$ cat config.mk
export PLATFORM = sky130hd
export DESIGN_NAME = point_box_centroid_core_flat
export DESIGN_NICKNAME = d
export VERILOG_FILES = /design/src/sv/pbc_pkg.sv /design/src/sv/pbc_if.sv /design/src/sv/pbc_regs.sv /design/src/sv/pbc_ctrl.sv /design/src/sv/pbc_dp.sv /design/src/sv/point_box_centroid_core.sv /design/src/flat_wrapper.sv
export SDC_FILE = /design/constraint.sdc
export NUM_CORES = 1
export LEC_CHECK = 0
export ABC_AREA = 1
export BUFFER_PORTS_ARGS = -buffer_cell sky130_fd_sc_hd__buf_4
export CORE_ASPECT_RATIO = 0.7
export CORE_MARGIN = 4
export CORE_UTILIZATION = 62
export DETAILED_ROUTE_END_ITERATION = 12
export PLACE_DENSITY = 0.81
export SYNTH_ARGS = -nofsm -noshare
export SYNTH_HDL_FRONTEND = slang
export SYNTH_SLANG_ARGS = --single-unit
$ cat constraint.sdc
create_clock -name clk -period 6.2 [get_ports clk]
set_clock_uncertainty 0.15 [all_clocks]
set_input_delay 1.24 -clock clk [delete_from_list [all_inputs] [get_ports clk]]
set_output_delay 1.24 -clock clk [all_outputs]
set_load 0.05 [all_outputs]
$ cat src/sv/pbc_pkg.sv
// Shared types, constants and codes of the point box centroid block.
package pbc_pkg;

  localparam int COORD_WIDTH   = 16;
  localparam int COUNT_WIDTH   = 21;
  localparam int MAX_POINTS    = 1048576;
  localparam int SUM_WIDTH     = 36;
  localparam int DIV_CNT_WIDTH = $clog2(SUM_WIDTH);

  localparam int APB_DATA_WIDTH = 32;
  localparam int NUM_REGS       = 6;
  localparam int REG_IDX_WIDTH  = $clog2(NUM_REGS);
  localparam int APB_ADDR_WIDTH = REG_IDX_WIDTH + 2;

  typedef logic signed [COORD_WIDTH-1:0] coord_t;
  typedef logic [COUNT_WIDTH-1:0]        count_t;
  typedef logic signed [SUM_WIDTH-1:0]   sum_t;

  localparam coord_t Y_LOW_RESET     = COORD_WIDTH'(410);
  localparam coord_t Y_HIGH_RESET    = COORD_WIDTH'(2048);
  localparam coord_t X_LOW_RESET     = COORD_WIDTH'(-819);
  localparam coord_t X_HIGH_RESET    = COORD_WIDTH'(819);
  localparam coord_t DEPTH_RESET     = COORD_WIDTH'(4096);
  localparam count_t MIN_COUNT_RESET = COUNT_WIDTH'(4000);
  localparam coord_t COORD_MAX       = coord_t'({1'b0, {(COORD_WIDTH-1){1'b1}}});

  typedef enum logic [REG_IDX_WIDTH-1:0] {
    REG_Y_LOW     = 3'd0,
    REG_Y_HIGH    = 3'd1,
    REG_X_LOW     = 3'd2,
    REG_X_HIGH    = 3'd3,
    REG_DEPTH     = 3'd4,
    REG_MIN_COUNT = 3'd5
  } reg_idx_t;

  typedef struct packed {
    coord_t y_low_bound;
    coord_t y_high_bound;
    coord_t x_low_bound;
    coord_t x_high_bound;
    coord_t depth_limit;
    count_t min_point_count;
  } pbc_cfg_t;

  typedef enum logic [1:0] {
    ST_RUN,
    ST_PREP,
    ST_DIV,
    ST_LOAD
  } pbc_state_t;

  typedef struct packed {
    logic accept;
    logic start;
    logic step;
    logic load;
  } pbc_cmd_t;

  typedef struct packed {
    logic centroid_found;
    logic div_last;
    logic out_busy;
  } pbc_stat_t;

endpackage

$ cat src/sv/pbc_if.sv
// Valid/ready channel interfaces for points in and centroid results out.
interface pbc_point_if;
  logic               valid;
  logic               ready;
  pbc_pkg::coord_t    point_x;
  pbc_pkg::coord_t    point_y;
  pbc_pkg::coord_t    point_z;
  logic               point_valid;
  logic               frame_last;

  modport source (output valid, point_x, point_y, point_z, point_valid, frame_last,
                  input ready);
  modport sink (input valid, point_x, point_y, point_z, point_valid, frame_last,
                output ready);
endinterface

interface pbc_result_if;
  logic               valid;
  logic               ready;
  logic               centroid_found;
  pbc_pkg::coord_t    centroid_x;
  pbc_pkg::coord_t    centroid_y;
  pbc_pkg::coord_t    nearest_z;

  modport source (output valid, centroid_found, centroid_x, centroid_y, nearest_z,
                  input ready);
  modport sink (input valid, centroid_found, centroid_x, centroid_y, nearest_z,
                output ready);
endinterface

$ cat src/sv/pbc_regs.sv
// APB configuration register file.
module pbc_regs (
  input  logic                                 clk,
  input  logic                                 rst,
  input  logic                                 psel,
  input  logic                                 penable,
  input  logic                                 pwrite,
  input  logic [pbc_pkg::APB_ADDR_WIDTH-1:0]   paddr,
  input  logic [pbc_pkg::APB_DATA_WIDTH-1:0]   pwdata,
  output logic [pbc_pkg::APB_DATA_WIDTH-1:0]   prdata,
  output logic                                 pready,
  output pbc_pkg::pbc_cfg_t                    cfg
);

  localparam int EXT_WIDTH = pbc_pkg::APB_DATA_WIDTH - pbc_pkg::COORD_WIDTH;
  localparam int CNT_EXT   = pbc_pkg::APB_DATA_WIDTH - pbc_pkg::COUNT_WIDTH;

  pbc_pkg::reg_idx_t idx;

  assign idx    = pbc_pkg::reg_idx_t'(paddr[pbc_pkg::APB_ADDR_WIDTH-1:2]);
  assign pready = 1'b1;

  always_ff @(posedge clk) begin
    if (rst) begin
      cfg.y_low_bound     <= pbc_pkg::Y_LOW_RESET;
      cfg.y_high_bound    <= pbc_pkg::Y_HIGH_RESET;
      cfg.x_low_bound     <= pbc_pkg::X_LOW_RESET;
      cfg.x_high_bound    <= pbc_pkg::X_HIGH_RESET;
      cfg.depth_limit     <= pbc_pkg::DEPTH_RESET;
      cfg.min_point_count <= pbc_pkg::MIN_COUNT_RESET;
    end else if (psel && penable && pwrite) begin
      case (idx)
        pbc_pkg::REG_Y_LOW:     cfg.y_low_bound     <= pwdata[pbc_pkg::COORD_WIDTH-1:0];
        pbc_pkg::REG_Y_HIGH:    cfg.y_high_bound    <= pwdata[pbc_pkg::COORD_WIDTH-1:0];
        pbc_pkg::REG_X_LOW:     cfg.x_low_bound     <= pwdata[pbc_pkg::COORD_WIDTH-1:0];
        pbc_pkg::REG_X_HIGH:    cfg.x_high_bound    <= pwdata[pbc_pkg::COORD_WIDTH-1:0];
        pbc_pkg::REG_DEPTH:     cfg.depth_limit     <= pwdata[pbc_pkg::COORD_WIDTH-1:0];
        pbc_pkg::REG_MIN_COUNT: cfg.min_point_count <= pwdata[pbc_pkg::COUNT_WIDTH-1:0];
        default: ;
      endcase
    end
  end

  always_comb begin
    case (idx)
      pbc_pkg::REG_Y_LOW:
        prdata = {{EXT_WIDTH{cfg.y_low_bound[pbc_pkg::COORD_WIDTH-1]}}, cfg.y_low_bound};
      pbc_pkg::REG_Y_HIGH:
        prdata = {{EXT_WIDTH{cfg.y_high_bound[pbc_pkg::COORD_WIDTH-1]}}, cfg.y_high_bound};
      pbc_pkg::REG_X_LOW:
        prdata = {{EXT_WIDTH{cfg.x_low_bound[pbc_pkg::COORD_WIDTH-1]}}, cfg.x_low_bound};
      pbc_pkg::REG_X_HIGH:
        prdata = {{EXT_WIDTH{cfg.x_high_bound[pbc_pkg::COORD_WIDTH-1]}}, cfg.x_high_bound};
      pbc_pkg::REG_DEPTH:
        prdata = {{EXT_WIDTH{cfg.depth_limit[pbc_pkg::COORD_WIDTH-1]}}, cfg.depth_limit};
      pbc_pkg::REG_MIN_COUNT:
        prdata = {{CNT_EXT{1'b0}}, cfg.min_point_count};
      default:
        prdata = '0;
    endcase
  end

endmodule

$ cat src/sv/pbc_ctrl.sv
// Frame controller: point intake, divide sequencing and result hand-off.
module pbc_ctrl (
  input  logic                clk,
  input  logic                rst,
  input  logic                in_valid,
  input  logic                in_last,
  output logic                in_ready,
  input  pbc_pkg::pbc_stat_t  stat,
  output pbc_pkg::pbc_cmd_t   cmd
);

  pbc_pkg::pbc_state_t state, state_next;

  always_ff @(posedge clk) begin
    if (rst) begin
      state <= pbc_pkg::ST_RUN;
    end else begin
      state <= state_next;
    end
  end

  always_comb begin
    state_next = state;
    cmd        = '0;
    in_ready   = 1'b0;
    case (state)
      pbc_pkg::ST_RUN: begin
        in_ready   = 1'b1;
        cmd.accept = in_valid;
        if (in_valid && in_last) begin
          state_next = pbc_pkg::ST_PREP;
        end
      end
      pbc_pkg::ST_PREP: begin
        cmd.start  = 1'b1;
        // no centroid: skip the divide, the result is all zero
        state_next = stat.centroid_found ? pbc_pkg::ST_DIV : pbc_pkg::ST_LOAD;
      end
      pbc_pkg::ST_DIV: begin
        cmd.step = 1'b1;
        if (stat.div_last) begin
          state_next = pbc_pkg::ST_LOAD;
        end
      end
      pbc_pkg::ST_LOAD: begin
        if (!stat.out_busy) begin
          cmd.load   = 1'b1;
          state_next = pbc_pkg::ST_RUN;
        end
      end
      default: state_next = pbc_pkg::ST_RUN;
    endcase
  end

endmodule

$ cat src/sv/pbc_dp.sv
// Datapath: box test, accumulators, restoring divider and output register.
module pbc_dp (
  input  logic                clk,
  input  logic                rst,
  input  pbc_pkg::pbc_cfg_t   cfg,
  input  pbc_pkg::pbc_cmd_t   cmd,
  output pbc_pkg::pbc_stat_t  stat,
  input  pbc_pkg::coord_t     point_x,
  input  pbc_pkg::coord_t     point_y,
  input  pbc_pkg::coord_t     point_z,
  input  logic                point_valid,
  output logic                out_valid,
  input  logic                out_ready,
  output logic                centroid_found,
  output pbc_pkg::coord_t     centroid_x,
  output pbc_pkg::coord_t     centroid_y,
  output pbc_pkg::coord_t     nearest_z
);

  localparam int CW = pbc_pkg::COORD_WIDTH;
  localparam int NW = pbc_pkg::COUNT_WIDTH;
  localparam int SW = pbc_pkg::SUM_WIDTH;

  // box test; negated y is kept one bit wider so -(-32768) does not wrap
  logic signed [CW:0]  neg_y, y_low_ext, y_high_ext;
  pbc_pkg::coord_t     x_low, x_high, z_limit;
  logic                in_box;

  assign neg_y      = -$signed({point_y[CW-1], point_y});
  assign y_low_ext  = $signed({cfg.y_low_bound[CW-1], cfg.y_low_bound});
  assign y_high_ext = $signed({cfg.y_high_bound[CW-1], cfg.y_high_bound});
  assign x_low      = cfg.x_low_bound;
  assign x_high     = cfg.x_high_bound;
  assign z_limit    = cfg.depth_limit;

  assign in_box = point_valid && (neg_y > y_low_ext) && (neg_y < y_high_ext) &&
                  (point_x < x_high) && (point_x > x_low) && (point_z < z_limit);

  // accumulators
  pbc_pkg::sum_t   sum_of_x, sum_of_y;
  pbc_pkg::coord_t least_depth;
  pbc_pkg::count_t points_counted;

  always_ff @(posedge clk) begin
    if (rst || cmd.start) begin
      sum_of_x       <= '0;
      sum_of_y       <= '0;
      least_depth    <= pbc_pkg::COORD_MAX;
      points_counted <= '0;
    end else if (cmd.accept && in_box) begin
      if (points_counted < NW'(pbc_pkg::MAX_POINTS)) begin
        sum_of_x       <= sum_of_x + SW'(point_x);
        sum_of_y       <= sum_of_y + SW'(point_y);
        points_counted <= points_counted + NW'(1);
      end
      if (point_z < least_depth) begin
        least_depth <= point_z;
      end
    end
  end

  assign stat.centroid_found = (points_counted > cfg.min_point_count) &&
                               (least_depth <= z_limit);

  // divider: one quotient bit per cycle for both sums, sharing the divisor
  logic [SW-1:0]                    quo_x, quo_y;
  logic [NW-1:0]                    rem_x, rem_y, divisor;
  logic                             neg_x, neg_yq, has_r;
  pbc_pkg::coord_t                  res_z;
  logic [pbc_pkg::DIV_CNT_WIDTH-1:0] step_cnt;
  logic [NW:0]                      sh_x, sh_y, dif_x, dif_y;

  assign sh_x  = {rem_x, quo_x[SW-1]};
  assign sh_y  = {rem_y, quo_y[SW-1]};
  assign dif_x = sh_x - {1'b0, divisor};
  assign dif_y = sh_y - {1'b0, divisor};

  assign stat.div_last = (step_cnt == pbc_pkg::DIV_CNT_WIDTH'(SW - 1));

  always_ff @(posedge clk) begin
    if (cmd.start) begin
      quo_x    <= sum_of_x[SW-1] ? SW'(-sum_of_x) : sum_of_x;
      quo_y    <= sum_of_y[SW-1] ? SW'(-sum_of_y) : sum_of_y;
      neg_x    <= sum_of_x[SW-1];
      neg_yq   <= sum_of_y[SW-1];
      rem_x    <= '0;
      rem_y    <= '0;
      divisor  <= points_counted;
      res_z    <= least_depth;
      has_r    <= stat.centroid_found;
      step_cnt <= '0;
    end else if (cmd.step) begin
      quo_x    <= {quo_x[SW-2:0], ~dif_x[NW]};
      quo_y    <= {quo_y[SW-2:0], ~dif_y[NW]};
      rem_x    <= dif_x[NW] ? sh_x[NW-1:0] : dif_x[NW-1:0];
      rem_y    <= dif_y[NW] ? sh_y[NW-1:0] : dif_y[NW-1:0];
      step_cnt <= step_cnt + pbc_pkg::DIV_CNT_WIDTH'(1);
    end
  end

  // output register
  pbc_pkg::coord_t q_x, q_y;

  assign q_x = neg_x  ? CW'(-quo_x[CW-1:0]) : quo_x[CW-1:0];
  assign q_y = neg_yq ? CW'(-quo_y[CW-1:0]) : quo_y[CW-1:0];

  always_ff @(posedge clk) begin
    if (rst) begin
      out_valid <= 1'b0;
    end else if (cmd.load) begin
      out_valid <= 1'b1;
    end else if (out_ready) begin
      out_valid <= 1'b0;
    end
  end

  always_ff @(posedge clk) begin
    if (cmd.load) begin
      centroid_found <= has_r;
      centroid_x     <= has_r ? q_x : '0;
      centroid_y     <= has_r ? q_y : '0;
      nearest_z      <= has_r ? res_z : '0;
    end
  end

  assign stat.out_busy = out_valid && !out_ready;

endmodule

$ cat src/sv/point_box_centroid_core.sv
// Point box centroid core: points are taken one per cycle while a frame streams in;
// after the point marked frame_last, intake pauses while the block closes the frame
// (PREP) and, when a centroid is reported, runs a shared restoring divider (one
// quotient bit per cycle for x and y together, DIV), then loads the output register
// (LOAD) and takes points again. The result waits in the output register; the next
// frame is taken while it waits, and only the loading of the next result stalls
// until the previous one has been taken.
module point_box_centroid_core (
  input  logic                               clk,
  input  logic                               rst,
  pbc_point_if.sink                          point,
  pbc_result_if.source                       result,
  input  logic                               psel,
  input  logic                               penable,
  input  logic                               pwrite,
  input  logic [pbc_pkg::APB_ADDR_WIDTH-1:0] paddr,
  input  logic [pbc_pkg::APB_DATA_WIDTH-1:0] pwdata,
  output logic [pbc_pkg::APB_DATA_WIDTH-1:0] prdata,
  output logic                               pready
);

  pbc_pkg::pbc_cfg_t  cfg;
  pbc_pkg::pbc_cmd_t  cmd;
  pbc_pkg::pbc_stat_t stat;

  pbc_regs u_regs (
    .clk     (clk),
    .rst     (rst),
    .psel    (psel),
    .penable (penable),
    .pwrite  (pwrite),
    .paddr   (paddr),
    .pwdata  (pwdata),
    .prdata  (prdata),
    .pready  (pready),
    .cfg     (cfg)
  );

  pbc_ctrl u_ctrl (
    .clk      (clk),
    .rst      (rst),
    .in_valid (point.valid),
    .in_last  (point.frame_last),
    .in_ready (point.ready),
    .stat     (stat),
    .cmd      (cmd)
  );

  pbc_dp u_dp (
    .clk            (clk),
    .rst            (rst),
    .cfg            (cfg),
    .cmd            (cmd),
    .stat           (stat),
    .point_x        (point.point_x),
    .point_y        (point.point_y),
    .point_z        (point.point_z),
    .point_valid    (point.point_valid),
    .out_valid      (result.valid),
    .out_ready      (result.ready),
    .centroid_found (result.centroid_found),
    .centroid_x     (result.centroid_x),
    .centroid_y     (result.centroid_y),
    .nearest_z      (result.nearest_z)
  );

  // intake stops once the last point of a frame is taken
  a_last_stalls: assert property (@(posedge clk) disable iff (rst)
    (point.valid && point.ready && point.frame_last) |=> !point.ready)
    else $error("point taken right after frame end");

  a_zero_result: assert property (@(posedge clk) disable iff (rst)
    (result.valid && !result.centroid_found) |->
      (result.centroid_x == '0 && result.centroid_y == '0 && result.nearest_z == '0))
    else $error("nonzero fields without centroid");

  a_depth_ok: assert property (@(posedge clk) disable iff (rst)
    (result.valid && result.centroid_found) |-> (result.nearest_z <= cfg.depth_limit))
    else $error("reported depth beyond limit");

  a_load_free: assert property (@(posedge clk) disable iff (rst)
    cmd.load |-> !(result.valid && !result.ready))
    else $error("result overwritten before taken");

endmodule
$ cat src/flat_wrapper.sv
// flat-port wrapper written by rule: the top's interface ports become plain ports
module point_box_centroid_core_flat 
  (clk, rst, psel, penable, pwrite, paddr, pwdata, prdata, pready, point_valid, point_point_x, point_point_y, point_point_z, point_point_valid, point_frame_last, point_ready, result_valid, result_centroid_found, result_centroid_x, result_centroid_y, result_nearest_z, result_ready);
  pbc_point_if point_i ();
  pbc_result_if result_i ();
  input  logic clk;
  input  logic rst;
  input  logic psel;
  input  logic penable;
  input  logic pwrite;
  input  logic [pbc_pkg::APB_ADDR_WIDTH-1:0] paddr;
  input  logic [pbc_pkg::APB_DATA_WIDTH-1:0] pwdata;
  output logic [pbc_pkg::APB_DATA_WIDTH-1:0] prdata;
  output logic pready;
  input wire logic [$bits(point_i.valid)-1:0] point_valid;
  input wire logic [$bits(point_i.point_x)-1:0] point_point_x;
  input wire logic [$bits(point_i.point_y)-1:0] point_point_y;
  input wire logic [$bits(point_i.point_z)-1:0] point_point_z;
  input wire logic [$bits(point_i.point_valid)-1:0] point_point_valid;
  input wire logic [$bits(point_i.frame_last)-1:0] point_frame_last;
  output wire logic [$bits(point_i.ready)-1:0] point_ready;
  output wire logic [$bits(result_i.valid)-1:0] result_valid;
  output wire logic [$bits(result_i.centroid_found)-1:0] result_centroid_found;
  output wire logic [$bits(result_i.centroid_x)-1:0] result_centroid_x;
  output wire logic [$bits(result_i.centroid_y)-1:0] result_centroid_y;
  output wire logic [$bits(result_i.nearest_z)-1:0] result_nearest_z;
  input wire logic [$bits(result_i.ready)-1:0] result_ready;
  assign point_i.valid = point_valid;
  assign point_i.point_x = point_point_x;
  assign point_i.point_y = point_point_y;
  assign point_i.point_z = point_point_z;
  assign point_i.point_valid = point_point_valid;
  assign point_i.frame_last = point_frame_last;
  assign point_ready = point_i.ready;
  assign result_valid = result_i.valid;
  assign result_centroid_found = result_i.centroid_found;
  assign result_centroid_x = result_i.centroid_x;
  assign result_centroid_y = result_i.centroid_y;
  assign result_nearest_z = result_i.nearest_z;
  assign result_i.ready = result_ready;
  point_box_centroid_core u_core (.clk(clk), .rst(rst), .point(point_i), .result(result_i), .psel(psel), .penable(penable), .pwrite(pwrite), .paddr(paddr), .pwdata(pwdata), .prdata(prdata), .pready(pready));
endmodule
== Yosys cells after proc, flatten, opt, wreduce, memory -nomap -nowiden ==
Index checks and enable logic that the tools add are counted.
Widths: inputs -> output; s select.
Word-level totals
  register bits: 422
  output and inout bits: 84
  logic and storage cells: 110
Cells by class
  add/subtract/negate cells: 11
  $lt $le $gt $ge: 9
  eq/ne operators: 12
  multiplexer cells: 24
  bitwise gates (word level): 2
  reductions and logical operators: 26
Operator list (number)
  $mux 36: 6
  $pmux 32 s6: 1
  $add 36x16->36: 2
  $neg 36->36: 2
  $lt 16x16->1: 3
  $sub 22x21->22: 2
  $mux 21: 2
  $mux 16: 2
  $neg 16->16: 2
  $add 21x1->21 const B: 1
  $gt 21x21->1: 1
  $lt 21x21->1 const B: 1
  $gt 17x16->1: 1
  $lt 17x16->1: 1
  $neg 16->17: 1
  $gt 16x16->1: 1
  $le 16x16->1: 1
  $reduce_and 2->1: 8
  $logic_and 1x1->1: 11
  $mux 1: 9
  $pmux 2 s4: 1
  $add 6x1->6 const B: 1
  $eq 3x2->1 const B: 2
  $eq 3x3->1 const B: 2
  14 further kinds: 20

== Logic depth before layout (Yosys ltp) ==
Gate-level depths: netlist (run 1).
  word-level depth: 9
  depth in mapped cells: 29

== By module ==
A second synthesis (run 1) with hierarchy kept.
Second synthesis, totals
  cell total of the unflattened synthesis: 4249
  area total of the unflattened synthesis: 30031.3 um^2
By module, submodules not included
  pbc_dp: times used 1, cells an instance 3399, area an instance 24643.6 um^2, seq. area each 7997.7 um^2
  pbc_regs: times used 1, cells an instance 819, area an instance 5183.7 um^2, seq. area each 2021.9 um^2
  pbc_ctrl: times used 1, cells an instance 31, area an instance 203.9 um^2, seq. area each 40.0 um^2

== Worst setup path before layout (run 1) ==
OpenSTA, ideal clock, no wires.
  path kind: input port to flip-flop
  from: input point_point_y[0]
  to: register u_core.u_dp.least_depth[10]
  library setup time: 134 ps
  arrival time: 4503 ps
  required time: 5916 ps
  path slack: 1413 ps
  cell stages on the path: 27
  path through: inv_1 -> ha_1 -> nand2_1 -> nor3_1 -> nor3b_1 -> nand4_1 -> nor2_1 -> nand2_1 -> nor2_1 -> xor2_1 -> inv_1 -> ha_1 -> nand2_1 -> nand2_1 -> nand2_1 -> nand2_1 -> a21oi_1 -> nand3_2 -> nand2_1 -> nand2_1 -> nor2_1 -> nand3_1 -> nor2_4 -> nand3_4 -> buf_4 -> nand2_1 -> nand3_1
On the way
  word-level cells in the longest chain between the ends: 9
  elaborated cells on any way between the ends: 10
RTL lines
  start: declaration: line flat_wrapper.sv:17  | input wire logic [$bits(point_i.point_y)-1:0] point_point_y;
  $neg 16->17 (*): line pbc_dp.sv:29  | assign neg_y = -$signed({point_y[CW-1], point_y});
  $gt 17x16->1: line pbc_dp.sv:36  | assign in_box = point_valid && (neg_y > y_low_ext) && (neg_y < y_high_ext) &&
  $logic_and 1x1->1: line pbc_dp.sv:36
  $logic_and 1x1->1 (*) (2 in series): line pbc_dp.sv:36
  $logic_and 1x1->1 (*) (2 in series): line pbc_dp.sv:37  | (point_x < x_high) && (point_x > x_low) && (point_z < z_limit);
  $logic_and 1x1->1 (*): line pbc_dp.sv:50  | end else if (cmd.accept && in_box) begin
  $reduce_and 2->1 (no source line) (*)
  end signal: assignment: line pbc_dp.sv:48  | least_depth <= pbc_pkg::COORD_MAX;
  end signal: assignment: line pbc_dp.sv:57  | least_depth <= point_z;
  end: declaration: line pbc_dp.sv:41  | pbc_pkg::coord_t least_depth;
Every way passes the cells marked *; elsewhere a longest branch is shown, timed or not.
A chain may end at the register's enable or synchronous reset.

== Final worst setup path (run 1) ==
  from: input point_point_y[0]
  to: register u_core.u_dp.points_counted[7]
On the way
  word-level cells in the longest chain between the ends: 9
  elaborated cells on any way between the ends: 10
RTL lines
  $neg 16->17 (*): line pbc_dp.sv:29
  $gt 17x16->1: line pbc_dp.sv:36
  $logic_and 1x1->1: line pbc_dp.sv:36
  $logic_and 1x1->1 (*) (2 in series): line pbc_dp.sv:36
  $logic_and 1x1->1 (*) (2 in series): line pbc_dp.sv:37
  $logic_and 1x1->1 (*): line pbc_dp.sv:50
  $reduce_and 2->1 (no source line) (*)
  end signal: assignment: line pbc_dp.sv:54  | points_counted <= points_counted + NW'(1);
  end: declaration: line pbc_dp.sv:42  | pbc_pkg::count_t points_counted;
Marks and branches as above.

==> reports/results.txt, run 1 <==
status - completed
internal power - 5.83 mW
FF+latch count, synth - 422
Die ar. - 0.0502 mm^2
DP Area - 0.0305 mm^2
Vias - 27.5k
die width - 266 um
worst vdd rail ir drop - 0.235 mV
global-route wire length before repair - 133000 um
worst endpoint data arrival time - 5.65 ns
static leakage - 14.6 nW
Mapped Cells - 3951
Worst path slowest cell - nor3b_1
Cell Rows - 65
Sw Ratio - 0.358
initial antenna violation count - 3
Critical Path Max Stage Delay - 0.42 ns
GP Congestion - 1.02
commonest cells after routing, fill and taps aside - 757 x nand2_1, 535 x inv_1, 419 x a21oi_1, 323 x o21ai_0, 319 x nor2_1
clk sinks - 422
Hold Path Sink - u_core.u_dp.res_z[0]
multi-input logic area - 0.0162 mm^2
Die Span Y - 189 um
Hold Path Depth - 0
GRT Util Overall - 0.325
Post-Synth Simple-Gate Area - 0.224
cts hold-fix bufs - 0
Slew headroom - 0.229
Worst R2R End - u_core.u_dp.rem_x[6]
# fillers - 3891
layout overhead on the synthesized area - 10.5%
total gr overflow - 0
biggest area consumer among synthesized cells - dfxtp_1
cell area power density - 285 mW/mm^2
initial core utilization - 0.634
commonest non-fill, non-tap cell in the layout - nand2_1
DRT Pass-1 Iters - 6
top cell type's share of synthesized area - 0.181
Synth warnings - 0
CTS clock-pin slew for the worst setup and hold paths - 0.07 ns
Reg-to-Reg Start - u_core.u_dp.divisor[16]
MaxCap Viol Count - 0
final worst path period need - 5.34 ns
total power - 9.08 mW
Post-synth EDFFs - 161
FF+latch area - 0.0101 mm^2
core area - 0.0455 mm^2
share of layout cells above drive strength 1 - 0.0715
Critical Path Fanout Max - 61
main combinational cell family by area after synthesis - simple AND/OR/NAND/NOR gates
multiplexer area fraction after synthesis - 0
Post-synth top flop - dfxtp_1
reg2reg path depth - 10
final worst-path cycle share - 0.861
Worst path most repeated cell - nand2_1
Critical Path RT - 6.52 ns
most area-consuming cells after synthesis - dfxtp_1 18%, edfxtp_1 17%, ha_1 11%
hold crit path type - flop to flop
switching pwr - 3.25 mW
Synth async-reset ratio - 0
vias in the first global route - 24.5k
Highest Clock Rate - 187 MHz
setup TNS - 0 ns
r2r setup slk - 1.83 ns
worst-margin pin slew - 1.15 ns
Final Max Slew Viols - 0
Reg power frac - 0.419
Final ANT Viol Nets - 0
H-tree depth - 2
HP Start - u_core.u_dp.least_depth[0]
mapped cell area - 0.0289 mm^2
number of setup buffers added after CTS - 0
area fraction in compound gates after synthesis - 0.179
TritonCTS buffer count - 42
final hold vios - 0
Crit. End Element - flop
largest net degree at the start of global routing - 74
final instance area - 0.0319 mm^2
Final WS setup - 0.862 ns
CTS Buffer Depth - 3
worst skew pair latency - 0.57 ns
# DRC - 0
Routed WL - 83800 um
clock power share - 0.292
IO Port Bufs - 163
syn_area_per_cell - 7.31 um^2
CTS root buf - clkbuf_16
post-layout util - 0.701
layout net count - 4401
DRT iter0 DRCs - 3335
XOR/XNOR Fraction of Synth Area - 0.0431
num ports - 178
Post-Synth Adder-Cell Area - 0.113
routed len/inst - 17.9 um
CP Class - input port to flop
Logic pwr share - 0.289
Post-CTS Resized - 0
CP Launch Type - input port
CTS tree - built
DP Worst Slack - 0.397 ns
RSZ-0062 raised after global routing - false
vias per cell - 5.87
post-synthesis sequential area ratio - 0.348
detailed placer's ending HPWL - 63600 um
synth unique cells - 58
Setup violations, final - 0
Mapped Nets - 4303
through the flow:
step / instances / hold slack [ns]
4_1_cts: 4686 / 0.331
3_5_place_dp: 4608 / 0.315
6_report: 4689 / 0.332
2_1_floorplan: 3951 / 0.256
3_3_place_gp: 4608 / 0.302
5_1_grt: 4689 / 0.335
flip-flops by register name, indices dropped and copies added, names as in the netlist:
signal / flops
u_core.u_dp.quo_y: 36
u_core.u_dp.centroid_found: 1
u_core.u_dp.centroid_x: 16
u_core.u_dp.divisor: 21
u_core.u_dp.nearest_z: 16
u_core.u_dp.out_valid: 1
u_core.u_dp.sum_of_y: 36
u_core.u_dp.centroid_y: 16
u_core.u_dp.quo_x: 36
u_core.u_dp.neg_yq: 1
u_core.u_dp.rem_y: 21
u_core.u_dp.res_z: 16
u_core.u_dp.neg_x: 1
u_core.u_dp.least_depth: 16
u_core.u_dp.sum_of_x: 36
u_core.u_dp.rem_x: 21
u_core.u_ctrl.state: 2
u_core.u_dp.points_counted: 21
u_core.u_regs.cfg: 101
u_core.u_dp.step_cnt: 6
u_core.u_dp.has_r: 1
critical path: cells and delay by family:
family                     cells  cell delay (ns)
and+or+nand+nor               21             3.08
buffers and inverters          3             0.60
adders and majority gates      2             0.59
AOI/OAI and AO/OA              1             0.12
layout make-up:
| class | count | area share |
|---|---|---|
| Multi-Input combinational cell | 2847 | 0.508 |
| Sequential cell | 422 | 0.315 |
| Inverter | 550 | 0.0647 |
| Timing Repair Buffer | 186 | 0.0438 |
| Clock buffer | 57 | 0.0369 |
| Tap cell | 603 | 0.0236 |
| Clock inverter | 21 | 0.00757 |
| Antenna cell | 3 | 0.000235 |
cell usage after synthesis, drive strengths merged (3+ instances only):
cell,number
fa,4
or2,11
o21ai,345
nor2,323
edfxtp,161
o211ai,24
a22oi,3
a21boi,6
nor3,89
a211oi,7
xnor2,44
o21bai,22
o21a,7
and3,10
a31oi,29
nand3b,41
ha,254
buf,39
nand4,44
nand3,209
xor2,98
o221ai,14
clkbuf,93
a21oi,420
nor3b,10
clkinv,9
a221oi,14
a21o,24
o221a,4
nand2,757
inv,541
nor4,6
dfxtp,261
o31ai,3
o22ai,16
layer usage:
layer	up-vias	part of all wire	track usage
met1	12500	0.46	0.516
met5	-	0	0
met4	0	0.025	0.0741
met3	142	0.12	0.0659
met2	1417	0.39	0.449
li1	13500	-	-
logic make-up (layout without fill, tap and decap cells):
family                     count (synthesis)  count (layout)
AOI/OAI and AO/OA                        944             944
other                                      1               4
DFF                                      422             422
adders and majority gates                258             258
xor gates and xnor gates                 142             142
buffers and inverters                    682             814
and+or+nand+nor                         1502            1502
power by group through the flow:
stage / Sequential (mW) / Clock (mW) / Combinational [mW]
6_report: 3.80 / 2.65 / 2.62
5_1_grt: 3.85 / 2.78 / 2.93
4_1_cts: 3.80 / 2.67 / 2.59
3_5_place_dp: 3.85 / 0 / 2.58
3_3_place_gp: 3.83 / 0 / 2.52
2_1_floorplan: 3.89 / 0 / 1.76
worst max path at each step:
stage               depth (start not counted)  slack, ns                              to             start
finish                                     27       0.86   u_core.u_dp.points_counted[7]  point_point_y[0]
floorplan                                  27       1.41     u_core.u_dp.least_depth[10]  point_point_y[0]
global placement                           28       0.57  u_core.u_dp.points_counted[19]  point_point_y[0]
detailed placement                         28       0.40      u_core.u_dp.least_depth[9]  point_point_y[0]
CTS                                        28       0.96      u_core.u_dp.least_depth[9]  point_point_y[0]
global route                               28       0.48   u_core.u_dp.points_counted[7]  point_point_y[0]
(Power assumes the default switching activity.)
==> run 2, diff against run 1 <==
PLACE_DENSITY = 0.92   (was 0.81)
SETUP_SLACK_MARGIN = 0.4   (was not set)
==> run 2 against run 1 <==
- cell count grew 0.17%
- critical path depth up 2
- sequential share of layout area shrank 0.22 points
- global-route usage rose by 0.79 points
- routed wire length is 3.6% higher
- combinational power rose by 2%
- maximum frequency grew 1.3%
- non-clock buffer count increased by 2
- power rose by 3.8%
- critical path type unchanged
==> reports/results.txt, run 2 (synthesis results as in run 1) <==
Worst path slowest cell - buf_6 (was nor3b_1)
DRT iter0 DRCs - 3989 (was 3335)
Reg with most FFs - u_core.u_regs.cfg (unchanged)
Highest Clock Rate - 190 MHz (was 187 MHz)
DP Worst Slack - 0.200 ns (was 0.397 ns)
RSZ-0062 raised after global routing - false (unchanged)
Critical Path Max Stage Delay - 0.41 ns (was 0.42 ns)
Worst path most repeated cell - nand2_1 (unchanged)
setup TNS - 0 ns (unchanged)
post-layout util - 0.706 (was 0.701)
num ports - 178 (unchanged)
Critical Path Fanout Max - 57 (was 61)
initial antenna violation count - 7 (was 3)
hold crit path type - flop to flop (unchanged)
core area - 0.0455 mm^2 (unchanged)
Crit. End Element - flop (unchanged)
CTS clock-pin slew for the worst setup and hold paths - 0.07 ns (about the same)
Reg-to-Reg Start - u_core.u_dp.divisor[16] (unchanged)
# DRC - 0 (unchanged)
Routed WL - 86900 um (was 83800 um)
CP Class - input port to flop (unchanged)
Cell Rows - 65 (unchanged)
die width - 266 um (unchanged)
CTS tree - built (unchanged)
IO Port Bufs - 163 (unchanged)
Largest register FFs - 101 (unchanged)
r2r setup slk - 2.18 ns (was 1.83 ns)
vias per cell - 6.06 (was 5.87)
total power - 9.42 mW (was 9.08 mW)
# fillers - 3502 (was 3891)
routed len/inst - 18.5 um (was 17.9 um)
Setup violations, final - 0 (unchanged)
DRT Pass-1 Iters - 6 (unchanged)
initial core utilization - 0.634 (unchanged)
Vias - 28.5k (was 27.5k)
final worst path period need - 5.27 ns (was 5.34 ns)
commonest cells after routing, fill and taps aside - 757 x nand2_1, 535 x inv_1, 419 x a21oi_1, 323 x o21ai_0, 319 x nor2_1 (unchanged)
Cell Count, Final, Fillers Out - 4697 (was 4689)
DP Area - 0.0305 mm^2 (about the same)
static leakage - 14.7 nW (was 14.6 nW)
Worst R2R End - u_core.u_dp.quo_y[0] (was u_core.u_dp.rem_x[6])
HP Start - u_core.u_dp.least_depth[0] (unchanged)
Final ANT Viol Nets - 0 (unchanged)
Die ar. - 0.0502 mm^2 (unchanged)
MaxCap Viol Count - 0 (unchanged)
Final Max Slew Viols - 0 (unchanged)
layout overhead on the synthesized area - 11.3% (was 10.5%)
worst-margin pin slew - 1.04 ns (was 1.15 ns)
GRT Util Overall - 0.333 (was 0.325)
clk sinks - 422 (unchanged)
CP Launch Type - input port (unchanged)
detailed placer's ending HPWL - 64500 um (was 63600 um)
cts hold-fix bufs - 0 (unchanged)
hold_ws - 0.324 ns (was 0.332 ns)
cell area power density - 293 mW/mm^2 (was 285 mW/mm^2)
TritonCTS buffer count - 43 (was 42)
Slew headroom - 0.308 (was 0.229)
Die Span Y - 189 um (unchanged)
final instance area - 0.0321 mm^2 (was 0.0319 mm^2)
vias in the first global route - 25.4k (was 24.5k)
status - completed (unchanged)
worst endpoint data arrival time - 5.60 ns (was 5.65 ns)
multi-input logic area - 0.0162 mm^2 (unchanged)
Critical Path RT - 6.53 ns (was 6.52 ns)
layout net count - 4404 (was 4401)
FF+latch area - 0.0101 mm^2 (unchanged)
CTS root buf - clkbuf_16 (unchanged)
largest net degree at the start of global routing - 113 (was 74)
total gr overflow - 0 (unchanged)
GP Congestion - 1.04 (was 1.02)
global-route wire length before repair - 136000 um (was 133000 um)
final hold vios - 0 (unchanged)
CTS Buffer Depth - 3 (unchanged)
Final WS setup - 0.933 ns (was 0.862 ns)
final worst-path cycle share - 0.850 (was 0.861)
reg2reg path depth - 10 (unchanged)
H-tree depth - 2 (unchanged)
worst vdd rail ir drop - 0.369 mV (was 0.235 mV)
share of layout cells above drive strength 1 - 0.0727 (was 0.0715)
Placed Instances - 4610 (was 4608)
worst skew pair latency - 0.58 ns (was 0.57 ns)
Hold Path Depth - 0 (unchanged)
commonest non-fill, non-tap cell in the layout - nand2_1 (unchanged)
Hold Path Sink - u_core.u_dp.res_z[0] (unchanged)
==> run 2: how the worst max path moves through the flow <==
stage	from	to	slack (ns)
floorplan	point_point_y[0]	u_core.u_dp.least_depth[10]	1.41
global placement	point_point_y[0]	u_core.u_dp.sum_of_x[29]	0.28
detailed placement	point_point_y[0]	u_core.u_dp.sum_of_y[29]	0.20
CTS	point_point_y[0]	u_core.u_dp.sum_of_y[3]	0.75
global route	point_point_y[0]	u_core.u_dp.sum_of_y[3]	0.48
finish	point_point_y[0]	u_core.u_dp.sum_of_y[3]	0.93
==> run 2: repair_timing <==
action                                  in CTS  in global routing
endpoints found under the setup margin       0                 32
resized for setup                            0                  2
buffers inserted                             0                  0
==> run 2: report_power, final <==
group | leakage [nW] | internal (mW) | switching (mW)
combinational | 10.4 | 0.782 | 1.90
sequential | 3.59 | 3.53 | 0.261
clock | 0.759 | 1.74 | 1.21
==> run 2: cell type report <==
type / count / share of cell area
multi-input combinational: 2847 / 0.504
sequential: 422 / 0.313
inverter: 550 / 0.0643
timing repair buffer: 188 / 0.0445
clock buffer: 51 / 0.0361
tap: 603 / 0.0235
clock inverter: 29 / 0.0136
antenna: 7 / 0.000545
==> run 2: layer usage <==
metal	part of all wire	wire (um)	GRT usage
met1	0.42	36500	0.500
met2	0.40	34500	0.468
met3	0.15	12700	0.0833
met4	0.035	3070	0.104
met5	0	0	0
==> run 2: critical path: cells and delay by family <==
family,cells,cell delay [ns]
AND/OR/NAND/NOR,18,2.10
buffers and inverters,6,1.20
AO/OA/AOI/OAI,3,0.57
adder cells (fa/ha/maj),1,0.28
XOR/XNOR,1,0.17
